## src/design/text_escape_line_numberer_core_assert.svh

```systemverilog
// ---------------------------------------------------------------------------
// Assertion macros for the text escape line numberer core
// Each macro expects clk and rst in scope and checks only outside reset.
// ---------------------------------------------------------------------------
`ifndef TEXT_ESCAPE_LINE_NUMBERER_CORE_ASSERT_SVH
`define TEXT_ESCAPE_LINE_NUMBERER_CORE_ASSERT_SVH

// Check a condition at every edge
`define TELN_CHECK(name, cond) \
  name: assert property (@(posedge clk) disable iff (rst) (cond)) \
    else $error("teln check failed");

// Check that pre implies post in the same cycle
`define TELN_IMPLIES(name, pre, post) \
  name: assert property (@(posedge clk) disable iff (rst) (pre) |-> (post)) \
    else $error("teln implication failed");

// Check that pre implies post in the next cycle
`define TELN_NEXT(name, pre, post) \
  name: assert property (@(posedge clk) disable iff (rst) (pre) |=> (post)) \
    else $error("teln next-cycle check failed");

`endif

```

## src/design/teln_pkg.sv

```systemverilog
// ---------------------------------------------------------------------------
// teln_pkg
// Types, character codes and register indexes shared by the line numberer.
// ---------------------------------------------------------------------------
`timescale 1ns / 1ps

package teln_pkg;

  localparam int LINE_DIGITS_DEF = 6;
  localparam int QUEUE_DEPTH_DEF = 4;
  localparam int BODY_BYTES      = 4;
  localparam int BODY_LEN_W      = 3;
  localparam int CFG_INDEX_W     = 3;

  localparam logic [7:0] CH_NL     = 8'h0A;
  localparam logic [7:0] CH_TAB    = 8'h09;
  localparam logic [7:0] CH_SPACE  = 8'h20;
  localparam logic [7:0] CH_DOLLAR = 8'h24;
  localparam logic [7:0] CH_DASH   = 8'h2D;
  localparam logic [7:0] CH_ZERO   = 8'h30;
  localparam logic [7:0] CH_QMARK  = 8'h3F;
  localparam logic [7:0] CH_I      = 8'h49;
  localparam logic [7:0] CH_M      = 8'h4D;
  localparam logic [7:0] CH_CARET  = 8'h5E;
  localparam logic [7:0] CH_DEL    = 8'h7F;
  localparam logic [7:0] CTRL_BIAS = 8'h40;
  localparam logic [7:0] CTRL_TOP  = 8'h20;

  typedef enum logic [CFG_INDEX_W-1:0] {
    REG_NUMBER_LINES         = 3'd0,
    REG_NUMBER_NONBLANK_ONLY = 3'd1,
    REG_SHOW_LINE_ENDS       = 3'd2,
    REG_SQUEEZE_BLANK_LINES  = 3'd3,
    REG_SHOW_TABS            = 3'd4,
    REG_SHOW_NONPRINTING     = 3'd5
  } cfg_index_e;

  typedef struct packed {
    logic [7:0] data_byte;
    logic       new_file;
  } in_item_t;

  typedef struct packed {
    logic [7:0] out_byte;
    logic       last_of_run;
  } out_item_t;

  typedef struct packed {
    logic number_lines;
    logic number_nonblank_only;
    logic show_line_ends;
    logic squeeze_blank_lines;
    logic show_tabs;
    logic show_nonprinting;
  } cfg_t;

  // Body bytes of one input beat, in emit order, plus the number prefix flag
  typedef struct packed {
    logic                             has_num;
    logic [BODY_LEN_W-1:0]            body_len;
    logic [BODY_BYTES-1:0][7:0]       body;
  } job_t;

endpackage

```

## src/design/teln_queue.sv

```systemverilog
// ---------------------------------------------------------------------------
// teln_queue
// Small register queue that carries classified jobs from front to back.
// ---------------------------------------------------------------------------
`timescale 1ns / 1ps

module teln_queue import teln_pkg::*; #(
  parameter int WIDTH = 8,
  parameter int DEPTH = QUEUE_DEPTH_DEF
) (
  input  logic             clk,
  input  logic             rst,
  input  logic             wr_en,
  input  logic [WIDTH-1:0] wr_data,
  output logic             full,
  input  logic             rd_en,
  output logic [WIDTH-1:0] rd_data,
  output logic             empty
);

  localparam int AW = (DEPTH > 1) ? $clog2(DEPTH) : 1;

  logic [WIDTH-1:0] mem [DEPTH];
  logic [AW-1:0]    wr_ptr;
  logic [AW-1:0]    rd_ptr;
  logic [AW:0]      count;

  logic do_wr;
  logic do_rd;

  assign full    = (count == (AW+1)'(DEPTH));
  assign empty   = (count == '0);
  assign do_wr   = wr_en && !full;
  assign do_rd   = rd_en && !empty;
  assign rd_data = mem[rd_ptr];

  always_ff @(posedge clk) begin
    if (do_wr) begin
      mem[wr_ptr] <= wr_data;
    end
  end

  always_ff @(posedge clk) begin
    if (rst) begin
      wr_ptr <= '0;
      rd_ptr <= '0;
      count  <= '0;
    end else begin
      if (do_wr) begin
        wr_ptr <= (wr_ptr == AW'(DEPTH - 1)) ? '0 : wr_ptr + 1'b1;
      end
      if (do_rd) begin
        rd_ptr <= (rd_ptr == AW'(DEPTH - 1)) ? '0 : rd_ptr + 1'b1;
      end
      case ({do_wr, do_rd})
        2'b10:   count <= count + 1'b1;
        2'b01:   count <= count - 1'b1;
        default: count <= count;
      endcase
    end
  end

endmodule

```

## src/design/teln_front.sv

```systemverilog
// ---------------------------------------------------------------------------
// teln_front
// Accept input beats, track line state and counter, classify into jobs.
// ---------------------------------------------------------------------------
`timescale 1ns / 1ps

module teln_front import teln_pkg::*; #(
  parameter int LINE_DIGITS = LINE_DIGITS_DEF
) (
  input  logic                       clk,
  input  logic                       rst,
  input  cfg_t                       cfg,
  input  logic                       push,
  input  in_item_t                   in_data,
  input  logic                       q_full,
  output logic                       q_wr_en,
  output job_t                       q_job,
  output logic [4*LINE_DIGITS-1:0]   q_bcd
);

  localparam int BW = 4 * LINE_DIGITS;

  logic          after_newline;
  logic          after_newline_next;
  logic          squeezing;
  logic          squeezing_next;
  logic [BW-1:0] line_bcd;
  logic [BW-1:0] line_bcd_next;

  logic          accept;
  logic          an;
  logic          sq;
  logic [BW-1:0] bcd_cur;
  logic [BW-1:0] bcd_inc;
  logic          is_nl;
  logic          squeeze_hit;
  logic          use_num;
  logic          emit;
  logic [7:0]    ch;
  logic [6:0]    low7;
  logic          is_ctrl;
  logic [7:0]    e0;
  logic [7:0]    e1;
  logic [1:0]    elen;
  logic          all_nines;
  logic          carry;
  job_t          job;

  assign accept = push && !q_full;
  assign ch     = in_data.data_byte;
  assign is_nl  = (ch == CH_NL);
  assign an      = in_data.new_file ? 1'b1 : after_newline;
  assign sq      = in_data.new_file ? 1'b0 : squeezing;
  assign bcd_cur = in_data.new_file ? '0 : line_bcd;

  // Saturating BCD increment
  always_comb begin
    all_nines = 1'b1;
    carry     = 1'b1;
    bcd_inc   = bcd_cur;
    for (int i = 0; i < LINE_DIGITS; i++) begin
      if (bcd_cur[4*i +: 4] != 4'd9) begin
        all_nines = 1'b0;
      end
    end
    for (int i = 0; i < LINE_DIGITS; i++) begin
      if (carry) begin
        if (bcd_cur[4*i +: 4] >= 4'd9) begin
          bcd_inc[4*i +: 4] = 4'd0;
        end else begin
          bcd_inc[4*i +: 4] = bcd_cur[4*i +: 4] + 4'd1;
          carry = 1'b0;
        end
      end
    end
    if (all_nines) begin
      bcd_inc = bcd_cur;
    end
  end

  assign squeeze_hit = an && is_nl && cfg.squeeze_blank_lines;
  assign use_num     = an && cfg.number_lines && (!is_nl || !cfg.number_nonblank_only);
  assign emit        = !squeeze_hit || !sq;

  // Escape form of the low seven bits
  assign low7    = ch[6:0];
  assign is_ctrl = ({1'b0, low7} < CTRL_TOP) || ({1'b0, low7} == CH_DEL);

  always_comb begin
    if (is_ctrl) begin
      e0   = CH_CARET;
      e1   = ({1'b0, low7} == CH_DEL) ? CH_QMARK : ({1'b0, low7} | CTRL_BIAS);
      elen = 2'd2;
    end else begin
      e0   = {1'b0, low7};
      e1   = '0;
      elen = 2'd1;
    end
  end

  always_comb begin
    job          = '0;
    job.has_num  = use_num && !squeeze_hit;
    job.body_len = BODY_LEN_W'(1);
    job.body[0]  = ch;
    if (squeeze_hit) begin
      job.body[0] = CH_NL;
    end else if (is_nl) begin
      if (cfg.show_line_ends) begin
        job.body[0]  = CH_DOLLAR;
        job.body[1]  = CH_NL;
        job.body_len = BODY_LEN_W'(2);
      end
    end else if (ch == CH_TAB) begin
      if (cfg.show_tabs) begin
        job.body[0]  = CH_CARET;
        job.body[1]  = CH_I;
        job.body_len = BODY_LEN_W'(2);
      end
    end else if (cfg.show_nonprinting) begin
      if (ch[7]) begin
        job.body[0]  = CH_M;
        job.body[1]  = CH_DASH;
        job.body[2]  = e0;
        job.body[3]  = e1;
        job.body_len = BODY_LEN_W'(2) + BODY_LEN_W'(elen);
      end else begin
        job.body[0]  = e0;
        job.body[1]  = e1;
        job.body_len = BODY_LEN_W'(elen);
      end
    end
  end

  always_comb begin
    after_newline_next = after_newline;
    squeezing_next     = squeezing;
    line_bcd_next      = line_bcd;
    if (accept) begin
      if (squeeze_hit) begin
        after_newline_next = 1'b1;
        squeezing_next     = 1'b1;
        line_bcd_next      = bcd_cur;
      end else begin
        after_newline_next = is_nl;
        squeezing_next     = 1'b0;
        line_bcd_next      = use_num ? bcd_inc : bcd_cur;
      end
    end
  end

  always_ff @(posedge clk) begin
    if (rst) begin
      after_newline <= 1'b1;
      squeezing     <= 1'b0;
      line_bcd      <= '0;
    end else begin
      after_newline <= after_newline_next;
      squeezing     <= squeezing_next;
      line_bcd      <= line_bcd_next;
    end
  end

  assign q_wr_en = accept && emit;
  assign q_job   = job;
  assign q_bcd   = bcd_inc;

endmodule

```

## src/design/teln_back.sv

```systemverilog
// ---------------------------------------------------------------------------
// teln_back
// Expand queued jobs into output register bytes, one per cycle unless pop stalls.
// ---------------------------------------------------------------------------
`timescale 1ns / 1ps
`include "text_escape_line_numberer_core_assert.svh"

module teln_back import teln_pkg::*; #(
  parameter int LINE_DIGITS = LINE_DIGITS_DEF
) (
  input  logic                     clk,
  input  logic                     rst,
  input  logic                     q_empty,
  input  job_t                     q_job,
  input  logic [4*LINE_DIGITS-1:0] q_bcd,
  output logic                     q_rd_en,
  output logic                     empty,
  input  logic                     pop,
  output out_item_t                out_data
);

  localparam int CW = $clog2(LINE_DIGITS + 6);

  logic            out_valid;
  out_item_t       out_reg;
  logic [CW-1:0]   cnt;

  logic            job_valid;
  logic            load;
  logic            last;
  logic [CW-1:0]   total_len;
  logic [CW-1:0]   body_idx;
  logic [7:0]      byte_sel;
  logic [7:0]      digit_char;
  logic            zero_above;
  logic [3:0]      d;
  logic [LINE_DIGITS-1:0][7:0] digit_bytes;

  assign job_valid = !q_empty;
  assign total_len = q_job.has_num ? CW'(LINE_DIGITS + 1) + CW'(q_job.body_len)
                                   : CW'(q_job.body_len);
  assign last      = (cnt == total_len - 1'b1);
  assign load      = job_valid && (!out_valid || pop);
  assign q_rd_en   = load && last;
  assign body_idx  = q_job.has_num ? cnt - CW'(LINE_DIGITS + 1) : cnt;

  // Blank leading zeros, keep the units digit
  always_comb begin
    zero_above  = 1'b1;
    digit_bytes = '0;
    d           = '0;
    for (int k = LINE_DIGITS - 1; k >= 0; k--) begin
      d = (q_bcd[4*k +: 4] > 4'd9) ? 4'd9 : q_bcd[4*k +: 4];
      zero_above = zero_above && (d == 4'd0);
      digit_bytes[k] = (zero_above && k != 0) ? CH_SPACE : (CH_ZERO | {4'd0, d});
    end
  end

  always_comb begin
    digit_char = CH_SPACE;
    for (int k = 0; k < LINE_DIGITS; k++) begin
      if (cnt == CW'(LINE_DIGITS - 1 - k)) begin
        digit_char = digit_bytes[k];
      end
    end
  end

  always_comb begin
    if (q_job.has_num && cnt < CW'(LINE_DIGITS)) begin
      byte_sel = digit_char;
    end else if (q_job.has_num && cnt == CW'(LINE_DIGITS)) begin
      byte_sel = CH_TAB;
    end else begin
      byte_sel = q_job.body[body_idx[1:0]];
    end
  end

  always_ff @(posedge clk) begin
    if (load) begin
      out_reg.out_byte    <= byte_sel;
      out_reg.last_of_run <= last;
    end
  end

  always_ff @(posedge clk) begin
    if (rst) begin
      out_valid <= 1'b0;
      cnt       <= '0;
    end else begin
      if (load) begin
        out_valid <= 1'b1;
        cnt       <= last ? '0 : cnt + 1'b1;
      end else if (pop) begin
        out_valid <= 1'b0;
      end
    end
  end

  assign empty    = !out_valid;
  assign out_data = out_reg;

  `TELN_IMPLIES(a_cnt_in_range, job_valid, cnt < total_len)
  `TELN_IMPLIES(a_cnt_idle_zero, !job_valid, cnt == '0)
  `TELN_NEXT(a_last_restarts, load && last, cnt == '0 && out_valid && out_data.last_of_run)

endmodule

```

## src/design/text_escape_line_numberer_core.sv

```systemverilog
// Result bytes pass through the job queue and then the output register.
// Throughput: one input beat per cycle while the job queue has room; the expander
// emits one byte per cycle while its output register is empty or being popped.
// A QUEUE_DEPTH job queue parts the classifier from the expander.
// Reset (rst, synchronous): registers to 0, line state to line start, counter to 0,
// queue and output register empty; no clearing pass.
// ---------------------------------------------------------------------------
// text_escape_line_numberer_core
// Line numbering, blank-line squeezing and escaping of a text byte stream.
// ---------------------------------------------------------------------------
`timescale 1ns / 1ps

module text_escape_line_numberer_core import teln_pkg::*; #(
  parameter int LINE_DIGITS = LINE_DIGITS_DEF,
  parameter int QUEUE_DEPTH = QUEUE_DEPTH_DEF
) (
  input  logic                   clk,
  input  logic                   rst,
  input  logic                   wr_en,
  input  logic [CFG_INDEX_W-1:0] wr_index,
  input  logic                   wr_data,
  input  logic                   push,
  output logic                   full,
  input  in_item_t               in_data,
  output logic                   empty,
  input  logic                   pop,
  output out_item_t              out_data
);

  localparam int BW = 4 * LINE_DIGITS;
  localparam int QW = BW + $bits(job_t);

  cfg_t          cfg;
  logic          q_wr_en;
  job_t          f_job;
  logic [BW-1:0] f_bcd;
  logic          q_full;
  logic          q_rd_en;
  logic          q_empty;
  logic [QW-1:0] q_rd_data;
  job_t          b_job;
  logic [BW-1:0] b_bcd;

  always_ff @(posedge clk) begin
    if (rst) begin
      cfg <= '0;
    end else if (wr_en) begin
      unique case (wr_index)
        REG_NUMBER_LINES:         cfg.number_lines         <= wr_data;
        REG_NUMBER_NONBLANK_ONLY: cfg.number_nonblank_only <= wr_data;
        REG_SHOW_LINE_ENDS:       cfg.show_line_ends       <= wr_data;
        REG_SQUEEZE_BLANK_LINES:  cfg.squeeze_blank_lines  <= wr_data;
        REG_SHOW_TABS:            cfg.show_tabs            <= wr_data;
        REG_SHOW_NONPRINTING:     cfg.show_nonprinting     <= wr_data;
        default:                  cfg                      <= cfg;
      endcase
    end
  end

  teln_front #(
    .LINE_DIGITS(LINE_DIGITS)
  ) u_front (
    .clk     (clk),
    .rst     (rst),
    .cfg     (cfg),
    .push    (push),
    .in_data (in_data),
    .q_full  (q_full),
    .q_wr_en (q_wr_en),
    .q_job   (f_job),
    .q_bcd   (f_bcd)
  );

  teln_queue #(
    .WIDTH(QW),
    .DEPTH(QUEUE_DEPTH)
  ) u_queue (
    .clk     (clk),
    .rst     (rst),
    .wr_en   (q_wr_en),
    .wr_data ({f_bcd, f_job}),
    .full    (q_full),
    .rd_en   (q_rd_en),
    .rd_data (q_rd_data),
    .empty   (q_empty)
  );

  assign b_bcd = q_rd_data[QW-1 -: BW];
  assign b_job = job_t'(q_rd_data[$bits(job_t)-1:0]);

  teln_back #(
    .LINE_DIGITS(LINE_DIGITS)
  ) u_back (
    .clk      (clk),
    .rst      (rst),
    .q_empty  (q_empty),
    .q_job    (b_job),
    .q_bcd    (b_bcd),
    .q_rd_en  (q_rd_en),
    .empty    (empty),
    .pop      (pop),
    .out_data (out_data)
  );

  assign full = q_full;

endmodule
```

## config.mk

```make
export PLATFORM = sky130hd
export DESIGN_NAME = text_escape_line_numberer_core
export DESIGN_NICKNAME = d
export VERILOG_FILES = /design/src/design/teln_pkg.sv /design/src/design/teln_queue.sv /design/src/design/teln_front.sv /design/src/design/teln_back.sv /design/src/design/text_escape_line_numberer_core.sv
export VERILOG_INCLUDE_DIRS = /design/src /design/src/design
export SDC_FILE = /design/constraint.sdc
export NUM_CORES = 1
export LEC_CHECK = 0
export BUFFER_PORTS_ARGS = -buffer_cell sky130_fd_sc_hd__buf_2
export CORE_MARGIN = 4
export CORE_UTILIZATION = 29
export CTS_BUF_LIST = sky130_fd_sc_hd__clkbuf_8
export DETAILED_ROUTE_END_ITERATION = 6
export PLACE_DENSITY = 0.46
export SLEW_MARGIN = 30
export SYNTH_ARGS = -nofsm -noshare
export SYNTH_HDL_FRONTEND = slang
export SYNTH_SLANG_ARGS = --single-unit
```

## constraint.sdc

```tcl
create_clock -name clk -period 5.4 [get_ports clk]
set_input_delay 0.27 -clock clk [delete_from_list [all_inputs] [get_ports clk]]
set_output_delay 0.27 -clock clk [all_outputs]
set_load 0.05 [all_outputs]
```

==> flow_summary.json, run 1 <==
{
  "fin_total_pwr_mw": 5.94,
  "max_freq_ghz": 0.230,
  "r2r_slack_ns": 1.05,
  "ant_nets": 0,
  "die-area_sq_um": 48900,
  "cts_tree": "yes",
  "drc_errors": 0,
  "ctsResizeCount": 0,
  "hold_buffers": 6,
  "drt_iter0_drc": 527,
  "clk_path_buf_depth": 3,
  "end_kind": "flop",
  "fin_skew_ns": 0.0329,
  "multi_input_comb_area_sq_um": 4780,
  "hold-path-endpoint": "cfg[4]",
  "synthSimpleGateAreaFrac_pct": 12.3,
  "synthMuxAreaShare_pct": 11.2,
  "final.setup.tns_ns": 0,
  "viasPerCell": 4.95,
  "synthToLayoutAreaGrowth_pct": 13.4,
  "clk_transition_reported_paths_ns": 0.06,
  "grt_max_degree": 58,
  "postCtsSetupBuffers": 0,
  "p_leak_nw": 5.12,
  "h-tree-depth": 2,
  "tightest_slew_ns": 0.925,
  "clock_latency_ns": 0.62,
  "finalSetupViolations": 0,
  "grt_pass1_wl_um": 50600,
  "routedWlPerCell_um": 19.4,
  "io_pins": 29,
  "min_period_ns": 4.35,
  "outcome": "complete, no violations",
  "path_class": "reg2reg",
  "seqCellArea_sq_um": 8040,
  "synthArstFlopShare_pct": 0,
  "yosysWarnings": 0,
  "cap_viol_max_count": 0,
  "dpl.hpwl_um": 21700,
  "die_y_um": 221,
  "grt.overflow.total": 0,
  "floorplan.initialDensity_pct": 29.5,
  "grt_pass1_vias": 8442,
  "place_area_sq_um": 13900,
  "fillers": 4415,
  "required_ns": 5.94,
  "synth_xor_area_share_pct": 0.788,
  "yosysSeqAreaShare_pct": 61.0,
  "port_buffers": 28,
  "gp_congestion": 0.781,
  "power_density_nw_per_um2": 398,
  "synth_top_family_by_area": "simple AND/OR/NAND/NOR gates",
  "vdd_drop_max_uv": 190,
  "slew_violations": 0,
  "finalInstanceArea_sq_um": 14900,
  "synth_compound_area_share_pct": 8.78,
  "die_w_um": 221,
  "max_slew_margin_pct": 38.3,
  "min_period_over_period_pct": 80.5,
  "postRouteWirelength_um": 32400,
  "synth_cells": 975,
  "final_layout_size_suffix_gt1_share_pct": 16.2,
  "dr_total_vias": 8261,
  "fin_nets": 1084,
  "core_area_sq_um": 44600,
  "cts_sinks": 283,
  "num_rows": 77,
  "hold_path.startpoint": "wr_index[2]",
  "synth_edf_count": 237,
  "cts_made_buffers": 51,
  "rsz0062_at_grt": "false",
  "drtPass1Iterations": 5,
  "ys_seq_elements": 283,
  "synth_area_sq_um": 13200,
  "cts_root_buf": "clkbuf_8",
  "synth_fp_nets": 1025,
  "worstRegToRegCells": 13,
  "synth_flop_cell": "edfxtp_1",
  "avgSynthCellArea_sq_um": 13.5,
  "hold_violations": 0,
  "critPathMaxFanout": 27,
  "hold_depth": 4,
  "synth_fa_ha_area_share_pct": 3.10,
  "hold_path.class": "in2reg",
  "r2r-end": "u_queue.count[2]",
  "antenna_found_initial": 2,
  "track_usage_pct": 13.1,
  "ys_types": 76,
  "cp.arrival_ns": 4.88,
  "crit_path_start_kind": "flop"
}
==> synthesized netlist by cell type (all sizes together) (3+ instances only) <==
cell    instances  area [sq um]
xnor2           9          86.3
a41oi           4          42.6
nor4bb          3          30.0
mux2i          43           447
nand4           7          43.8
a22o            7          61.3
nand3          30           155
dfxtp          46           921
o41ai           4          35.0
a31oi           4          25.0
or4             6          48.8
buf            19           161
mux2            4          52.6
nand2b         29           181
nand2          53           199
o21ai          44           220
a21oi          43           219
or2             5          31.3
o211ai          9          67.6
a22oi          16           120
nor4           10          77.6
nor2           84           318
and2           17           106
clkbuf         22          82.6
a211oi         10          75.1
mux4           43           980
o31ai           5          42.5
nor3           23           130
nand4b          5          43.8
inv            33           124
nor2b          14          87.6
a21o            8          60.1
ha             31           388
o22ai           4          25.0
nand3b          3          22.5
and3            9          56.3
a32o            4          40.0
edfxtp        237          7120
==> registers in the layout (all words and copies together), names as in the netlist, named ones only <==
signal and count:
u_queue.mem 228, u_front.line_bcd 24, u_back.out_data 9, cfg 6, u_back.cnt 4, u_queue.count 3
u_queue.rd_ptr 2, u_queue.wr_ptr 2, u_back.out_valid 1, u_front.after_newline 1, u_front.squeezing 1
==> critical path, cell delays in order (launching register included) <==
cell      delay [ns]
dfxtp_4         0.59
buf_4           0.49
mux4_2          0.65
xnor2_2         0.16
a211oi_1        0.29
nor3_2          0.10
xnor2_1         0.17
nor3_2          0.43
ha_1            0.28
inv_1           0.06
fa_1            0.37
xor2_1          0.16
or3_1           0.31
a21oi_1         0.14
==> where the power goes <==
part | leakage (nW) | switching [mW] | internal [mW]
Combinational | 1.92 | 0.921 | 0.530
Clock | 0.562 | 0.902 | 0.961
Sequential | 2.64 | 0.0823 | 2.54
==> layout by cell type, fill, tap and decap left out, drive strengths merged, types with 4 or more instances in the layout <==
cell type,count
a21oi,43
nor3,23
nand2,53
dfxtp,46
and3,9
mux2i,43
a31oi,4
nor4,10
or2,5
nor2,84
and2,17
nand4,7
a41oi,4
dlygate4sd3,6
a211oi,10
clkbuf,53
buf,41
mux4,43
or4,6
a22o,7
nand3,30
o22ai,4
o41ai,4
o21ai,44
edfxtp,237
nand4b,5
a32o,4
nand2b,29
clkinv,19
inv,56
nor2b,14
o31ai,5
a22oi,16
ha,31
a21o,8
o211ai,9
mux2,4
xnor2,9
==> per-stage QoR <==
step / std cells / worst slack [ns] / hold WS (ns) / utilization [%]
floorplan: 975 / 1.65 / 0.414 / -
global placement: 1567 / 1.12 / 0.443 / 31.2
detailed placement: 1567 / 1.02 / 0.450 / 31.2
CTS: 1669 / 0.964 / 0.00635 / 33.5
global route: 1670 / 0.642 / 0.0760 / 33.5
finish: 1670 / 1.05 / 0.0848 / 33.5
==> kinds of logic after synthesis <==
| group | Yosys count |
|---|---|
| AO/OA/AOI/OAI | 176 |
| XOR/XNOR | 11 |
| adder cells (fa/ha/maj) | 32 |
| buffers and inverters | 75 |
| flip-flops | 283 |
| multiplexers | 90 |
| AND/OR/NAND/NOR | 308 |
==> worst max path at each step <==
stage	startpoint	endpoint	slack [ns]	cells past startpoint
after floorplan	flop	u_queue.count[2]	1.65	18
after global placement	flop	u_queue.count[2]	1.12	13
after detailed placement	flop	u_queue.count[2]	1.02	13
after CTS	flop	u_queue.count[2]	0.96	13
after global routing	flop	u_queue.count[2]	0.64	17
final	flop	u_queue.count[2]	1.05	13
==> final cells by class <==
class / count / area share (%)
Antenna cell: 1 / 0.0167
Clock buffer: 53 / 4.88
Clock inverter: 43 / 1.44
Inverter: 34 / 0.854
Multi-Input combinational cell: 617 / 32.0
Sequential cell: 283 / 53.8
Tap cell: 592 / 4.96
Timing Repair Buffer: 47 / 1.99
==> routing by layer <==
metal | wire (um) | GRT usage (%) | part of all wire (%)
met4 | 585 | 3.40 | 1.8
met2 | 14600 | 20.7 | 45
met5 | 7 | 0 | 0.022
met3 | 1410 | 2.62 | 4.3
met1 | 15800 | 18.7 | 49
Power figures use the tool's default switching activity.
==> run 2: changes to the inputs <==
--- a/config.mk
+++ b/config.mk
@@ -11,7 +11,7 @@
 export CORE_UTILIZATION = 29
 export CTS_BUF_LIST = sky130_fd_sc_hd__clkbuf_8
 export DETAILED_ROUTE_END_ITERATION = 6
-export PLACE_DENSITY = 0.46
+export PLACE_DENSITY = 0.48
 export SLEW_MARGIN = 30
 export SYNTH_ARGS = -nofsm -noshare
 export SYNTH_HDL_FRONTEND = slang
==> constraint.sdc (replaced) <==
create_clock -name clk -period 3.7 [get_ports clk]
set_input_delay 0.185 -clock clk [delete_from_list [all_inputs] [get_ports clk]]
set_output_delay 0.185 -clock clk [all_outputs]
set_load 0.05 [all_outputs]
==> run 2 against run 1 <==
First-iteration DRC count rose by 11%. Count of clock-buffer cells in the layout fell by 4. Cell count rose by 0.90%. Wire length fell by 0.93%. Clock skew fell by 0.014 ns. Global-route usage fell by 0.27 points. Total power rose by 45%.
==> flow_summary.json, run 2 (same netlist as run 1, synthesis figures left out) <==
{
  "outcome": "complete, no violations",
  "vdd_drop_max_uv": 195,
  "drtPass1Iterations": 4,
  "max_slew_margin_pct": 40.6,
  "end_kind": "flop",
  "critPathMaxFanout": 4,
  "hold_path.class": "in2reg",
  "num_rows": 77,
  "port_buffers": 28,
  "power_frac_comb_pct": 26.1,
  "antenna_found_initial": 0,
  "finalSetupViolations": 0,
  "cts_tree": "yes",
  "gp_congestion": 0.818,
  "p_int_mw": 5.93,
  "h-tree-depth": 2,
  "crit_family": "adder cells",
  "path_class": "reg2reg",
  "max_freq_ghz": 0.283,
  "largest_register_ffs": 228,
  "crit_path_start_kind": "flop",
  "core_area_sq_um": 44600,
  "postRouteWirelength_um": 32100,
  "grt_pass1_wl_um": 50200,
  "path_cells": "mux4_2 > clkinv_4 > ha_4 > nor2_1 > a21oi_1 > ha_2 > xnor2_2 > xnor2_2 > a21oi_1 > o211ai_1 > nor3_2 > buf_4 > ha_4 > inv_1 > fa_2 > xor2_1 > or3_1 > a21oi_1",
  "fin_skew_ns": 0.0193,
  "fin_nets": 1108,
  "clk_transition_reported_paths_ns": 0.06,
  "power.clock.fraction_pct": 29.7,
  "cp.arrival_ns": 4.03,
  "cp.buffers_inverters": 3,
  "io_pins": 29,
  "min_period_ns": 3.53,
  "grt_max_degree": 44,
  "routedWlPerCell_um": 19.0,
  "final_cell_mix": "edfxtp_1 (237), nor2_1 (83), nand2_1 (53), inv_1 (51), clkbuf_8 (49)",
  "power_density_nw_per_um2": 567,
  "hold_ws_ns": 0.0692,
  "ant_nets": 0,
  "post-route-util_pct": 34.0,
  "cap_viol_max_count": 0,
  "clk_path_buf_depth": 3,
  "crit_path_max_incr_delay_ns": 0.55,
  "cpMostUsedCell": "a21oi_1",
  "timing.final.ws_setup_ns": 0.170,
  "cts_root_buf": "clkbuf_8",
  "track_usage_pct": 12.9,
  "viasPerCell": 4.85,
  "grt.overflow.total": 0,
  "dr_total_vias": 8175,
  "final_layout_size_suffix_gt1_share_pct": 18.6,
  "floorplan.initialDensity_pct": 29.5,
  "die_y_um": 221,
  "drc_errors": 0,
  "fillers": 4334,
  "cts_sinks": 283,
  "final_common_cell": "edfxtp_1",
  "p_sw_mw": 2.69,
  "die-area_sq_um": 48900,
  "post-place-ws_ns": -0.0444,
  "p_sw_share_pct": 31.2,
  "dpl.hpwl_um": 22300,
  "die_w_um": 221,
  "grt_pass1_vias": 8353,
  "top_register": "u_queue.mem",
  "hold_violations": 0,
  "p_leak_nw": 5.24,
  "drt_iter0_drc": 587,
  "synthToLayoutAreaGrowth_pct": 15.3,
  "clock_latency_ns": 0.57,
  "required_ns": 4.20,
  "min_period_over_period_pct": 95.4,
  "cts_made_buffers": 47,
  "pwr-share-seq_pct": 44.2,
  "crit_path_top_delay_cell": "mux4_2",
  "tightest_slew_ns": 0.882,
  "antenna_cells": 0,
  "slew_violations": 0
}
run 2: cell count changes in the layout (fill, tap and decap cells not counted), moves of 3 or more:
cell,change
buf_12,+6
clkbuf_8,-4
clkinv_1,-3
buf_4,+21
ha_1,-3
inv_1,-3
run 2: through the flow:
| stage | std cells | total power [mW] | setup TNS, ns | cell area (sq um) |
|---|---|---|---|---|
| 3_3_place_gp | 1591 | 6.13 | 0 | 14200 |
| 2_1_floorplan | 975 | 5.51 | -0.0159 | 13200 |
| 6_report | 1685 | 8.61 | 0 | 15200 |
| 4_1_cts | 1683 | 8.75 | 0 | 15100 |
| 5_1_grt | 1685 | 9.09 | -0.0304 | 15200 |
| 3_5_place_dp | 1591 | 6.13 | -0.0444 | 14200 |
run 2: what timing repair did:
item | CTS | global route
hold endpoints to repair | 7 | 0
gates resized for setup | 0 | 4
endpoints found under the setup margin | 1 | 2
setup buffers | 1 | 2
pin swaps | 1 | 3
hold buffers | 7 | 0
cloned | 0 | 0
run 2: layout make-up:
| cell class | instances | area [sq um] | share of cell area [%] |
|---|---|---|---|
| Sequential cell | 283 | 8040 | 53.0 |
| Multi-Input combinational cell | 617 | 4820 | 31.8 |
| Tap cell | 592 | 741 | 4.88 |
| Clock buffer | 49 | 674 | 4.44 |
| Timing Repair Buffer | 75 | 586 | 3.86 |
| Clock inverter | 35 | 188 | 1.24 |
| Inverter | 34 | 133 | 0.873 |
run 2: tightest hold or removal path: stages:
cell and delay (ns):
buf_2 0.13, nand4b_1 0.14, mux2i_1 0.08, nor2_1 0.07
run 2: power groups by stage:
stage / logic (mW) / registers, mW / clock network, mW
after floorplan: 1.48 / 4.03 / 0
after global placement: 2.24 / 3.88 / 0
after detailed placement: 2.25 / 3.88 / 0
after CTS: 2.26 / 3.82 / 2.67
after global routing: 2.44 / 3.83 / 2.81
final: 2.25 / 3.81 / 2.56
run 2: final timing paths:
kind	from	end	slack [ns]	depth (start not counted)
max reg2reg	flop	u_queue.count[2]	0.17	18
max	flop	u_queue.count[2]	0.17	18
min	wr_en	cfg[0]	0.07	4
min reg2reg	u_front.squeezing	u_front.squeezing	0.45	2
run 2: per-layer routing:
metal  GRT usage (%)  routed length [um]
met5               0                   0
met3            2.17                1030
met4            3.85                 742
met2            19.7               14200
met1            18.9               16100
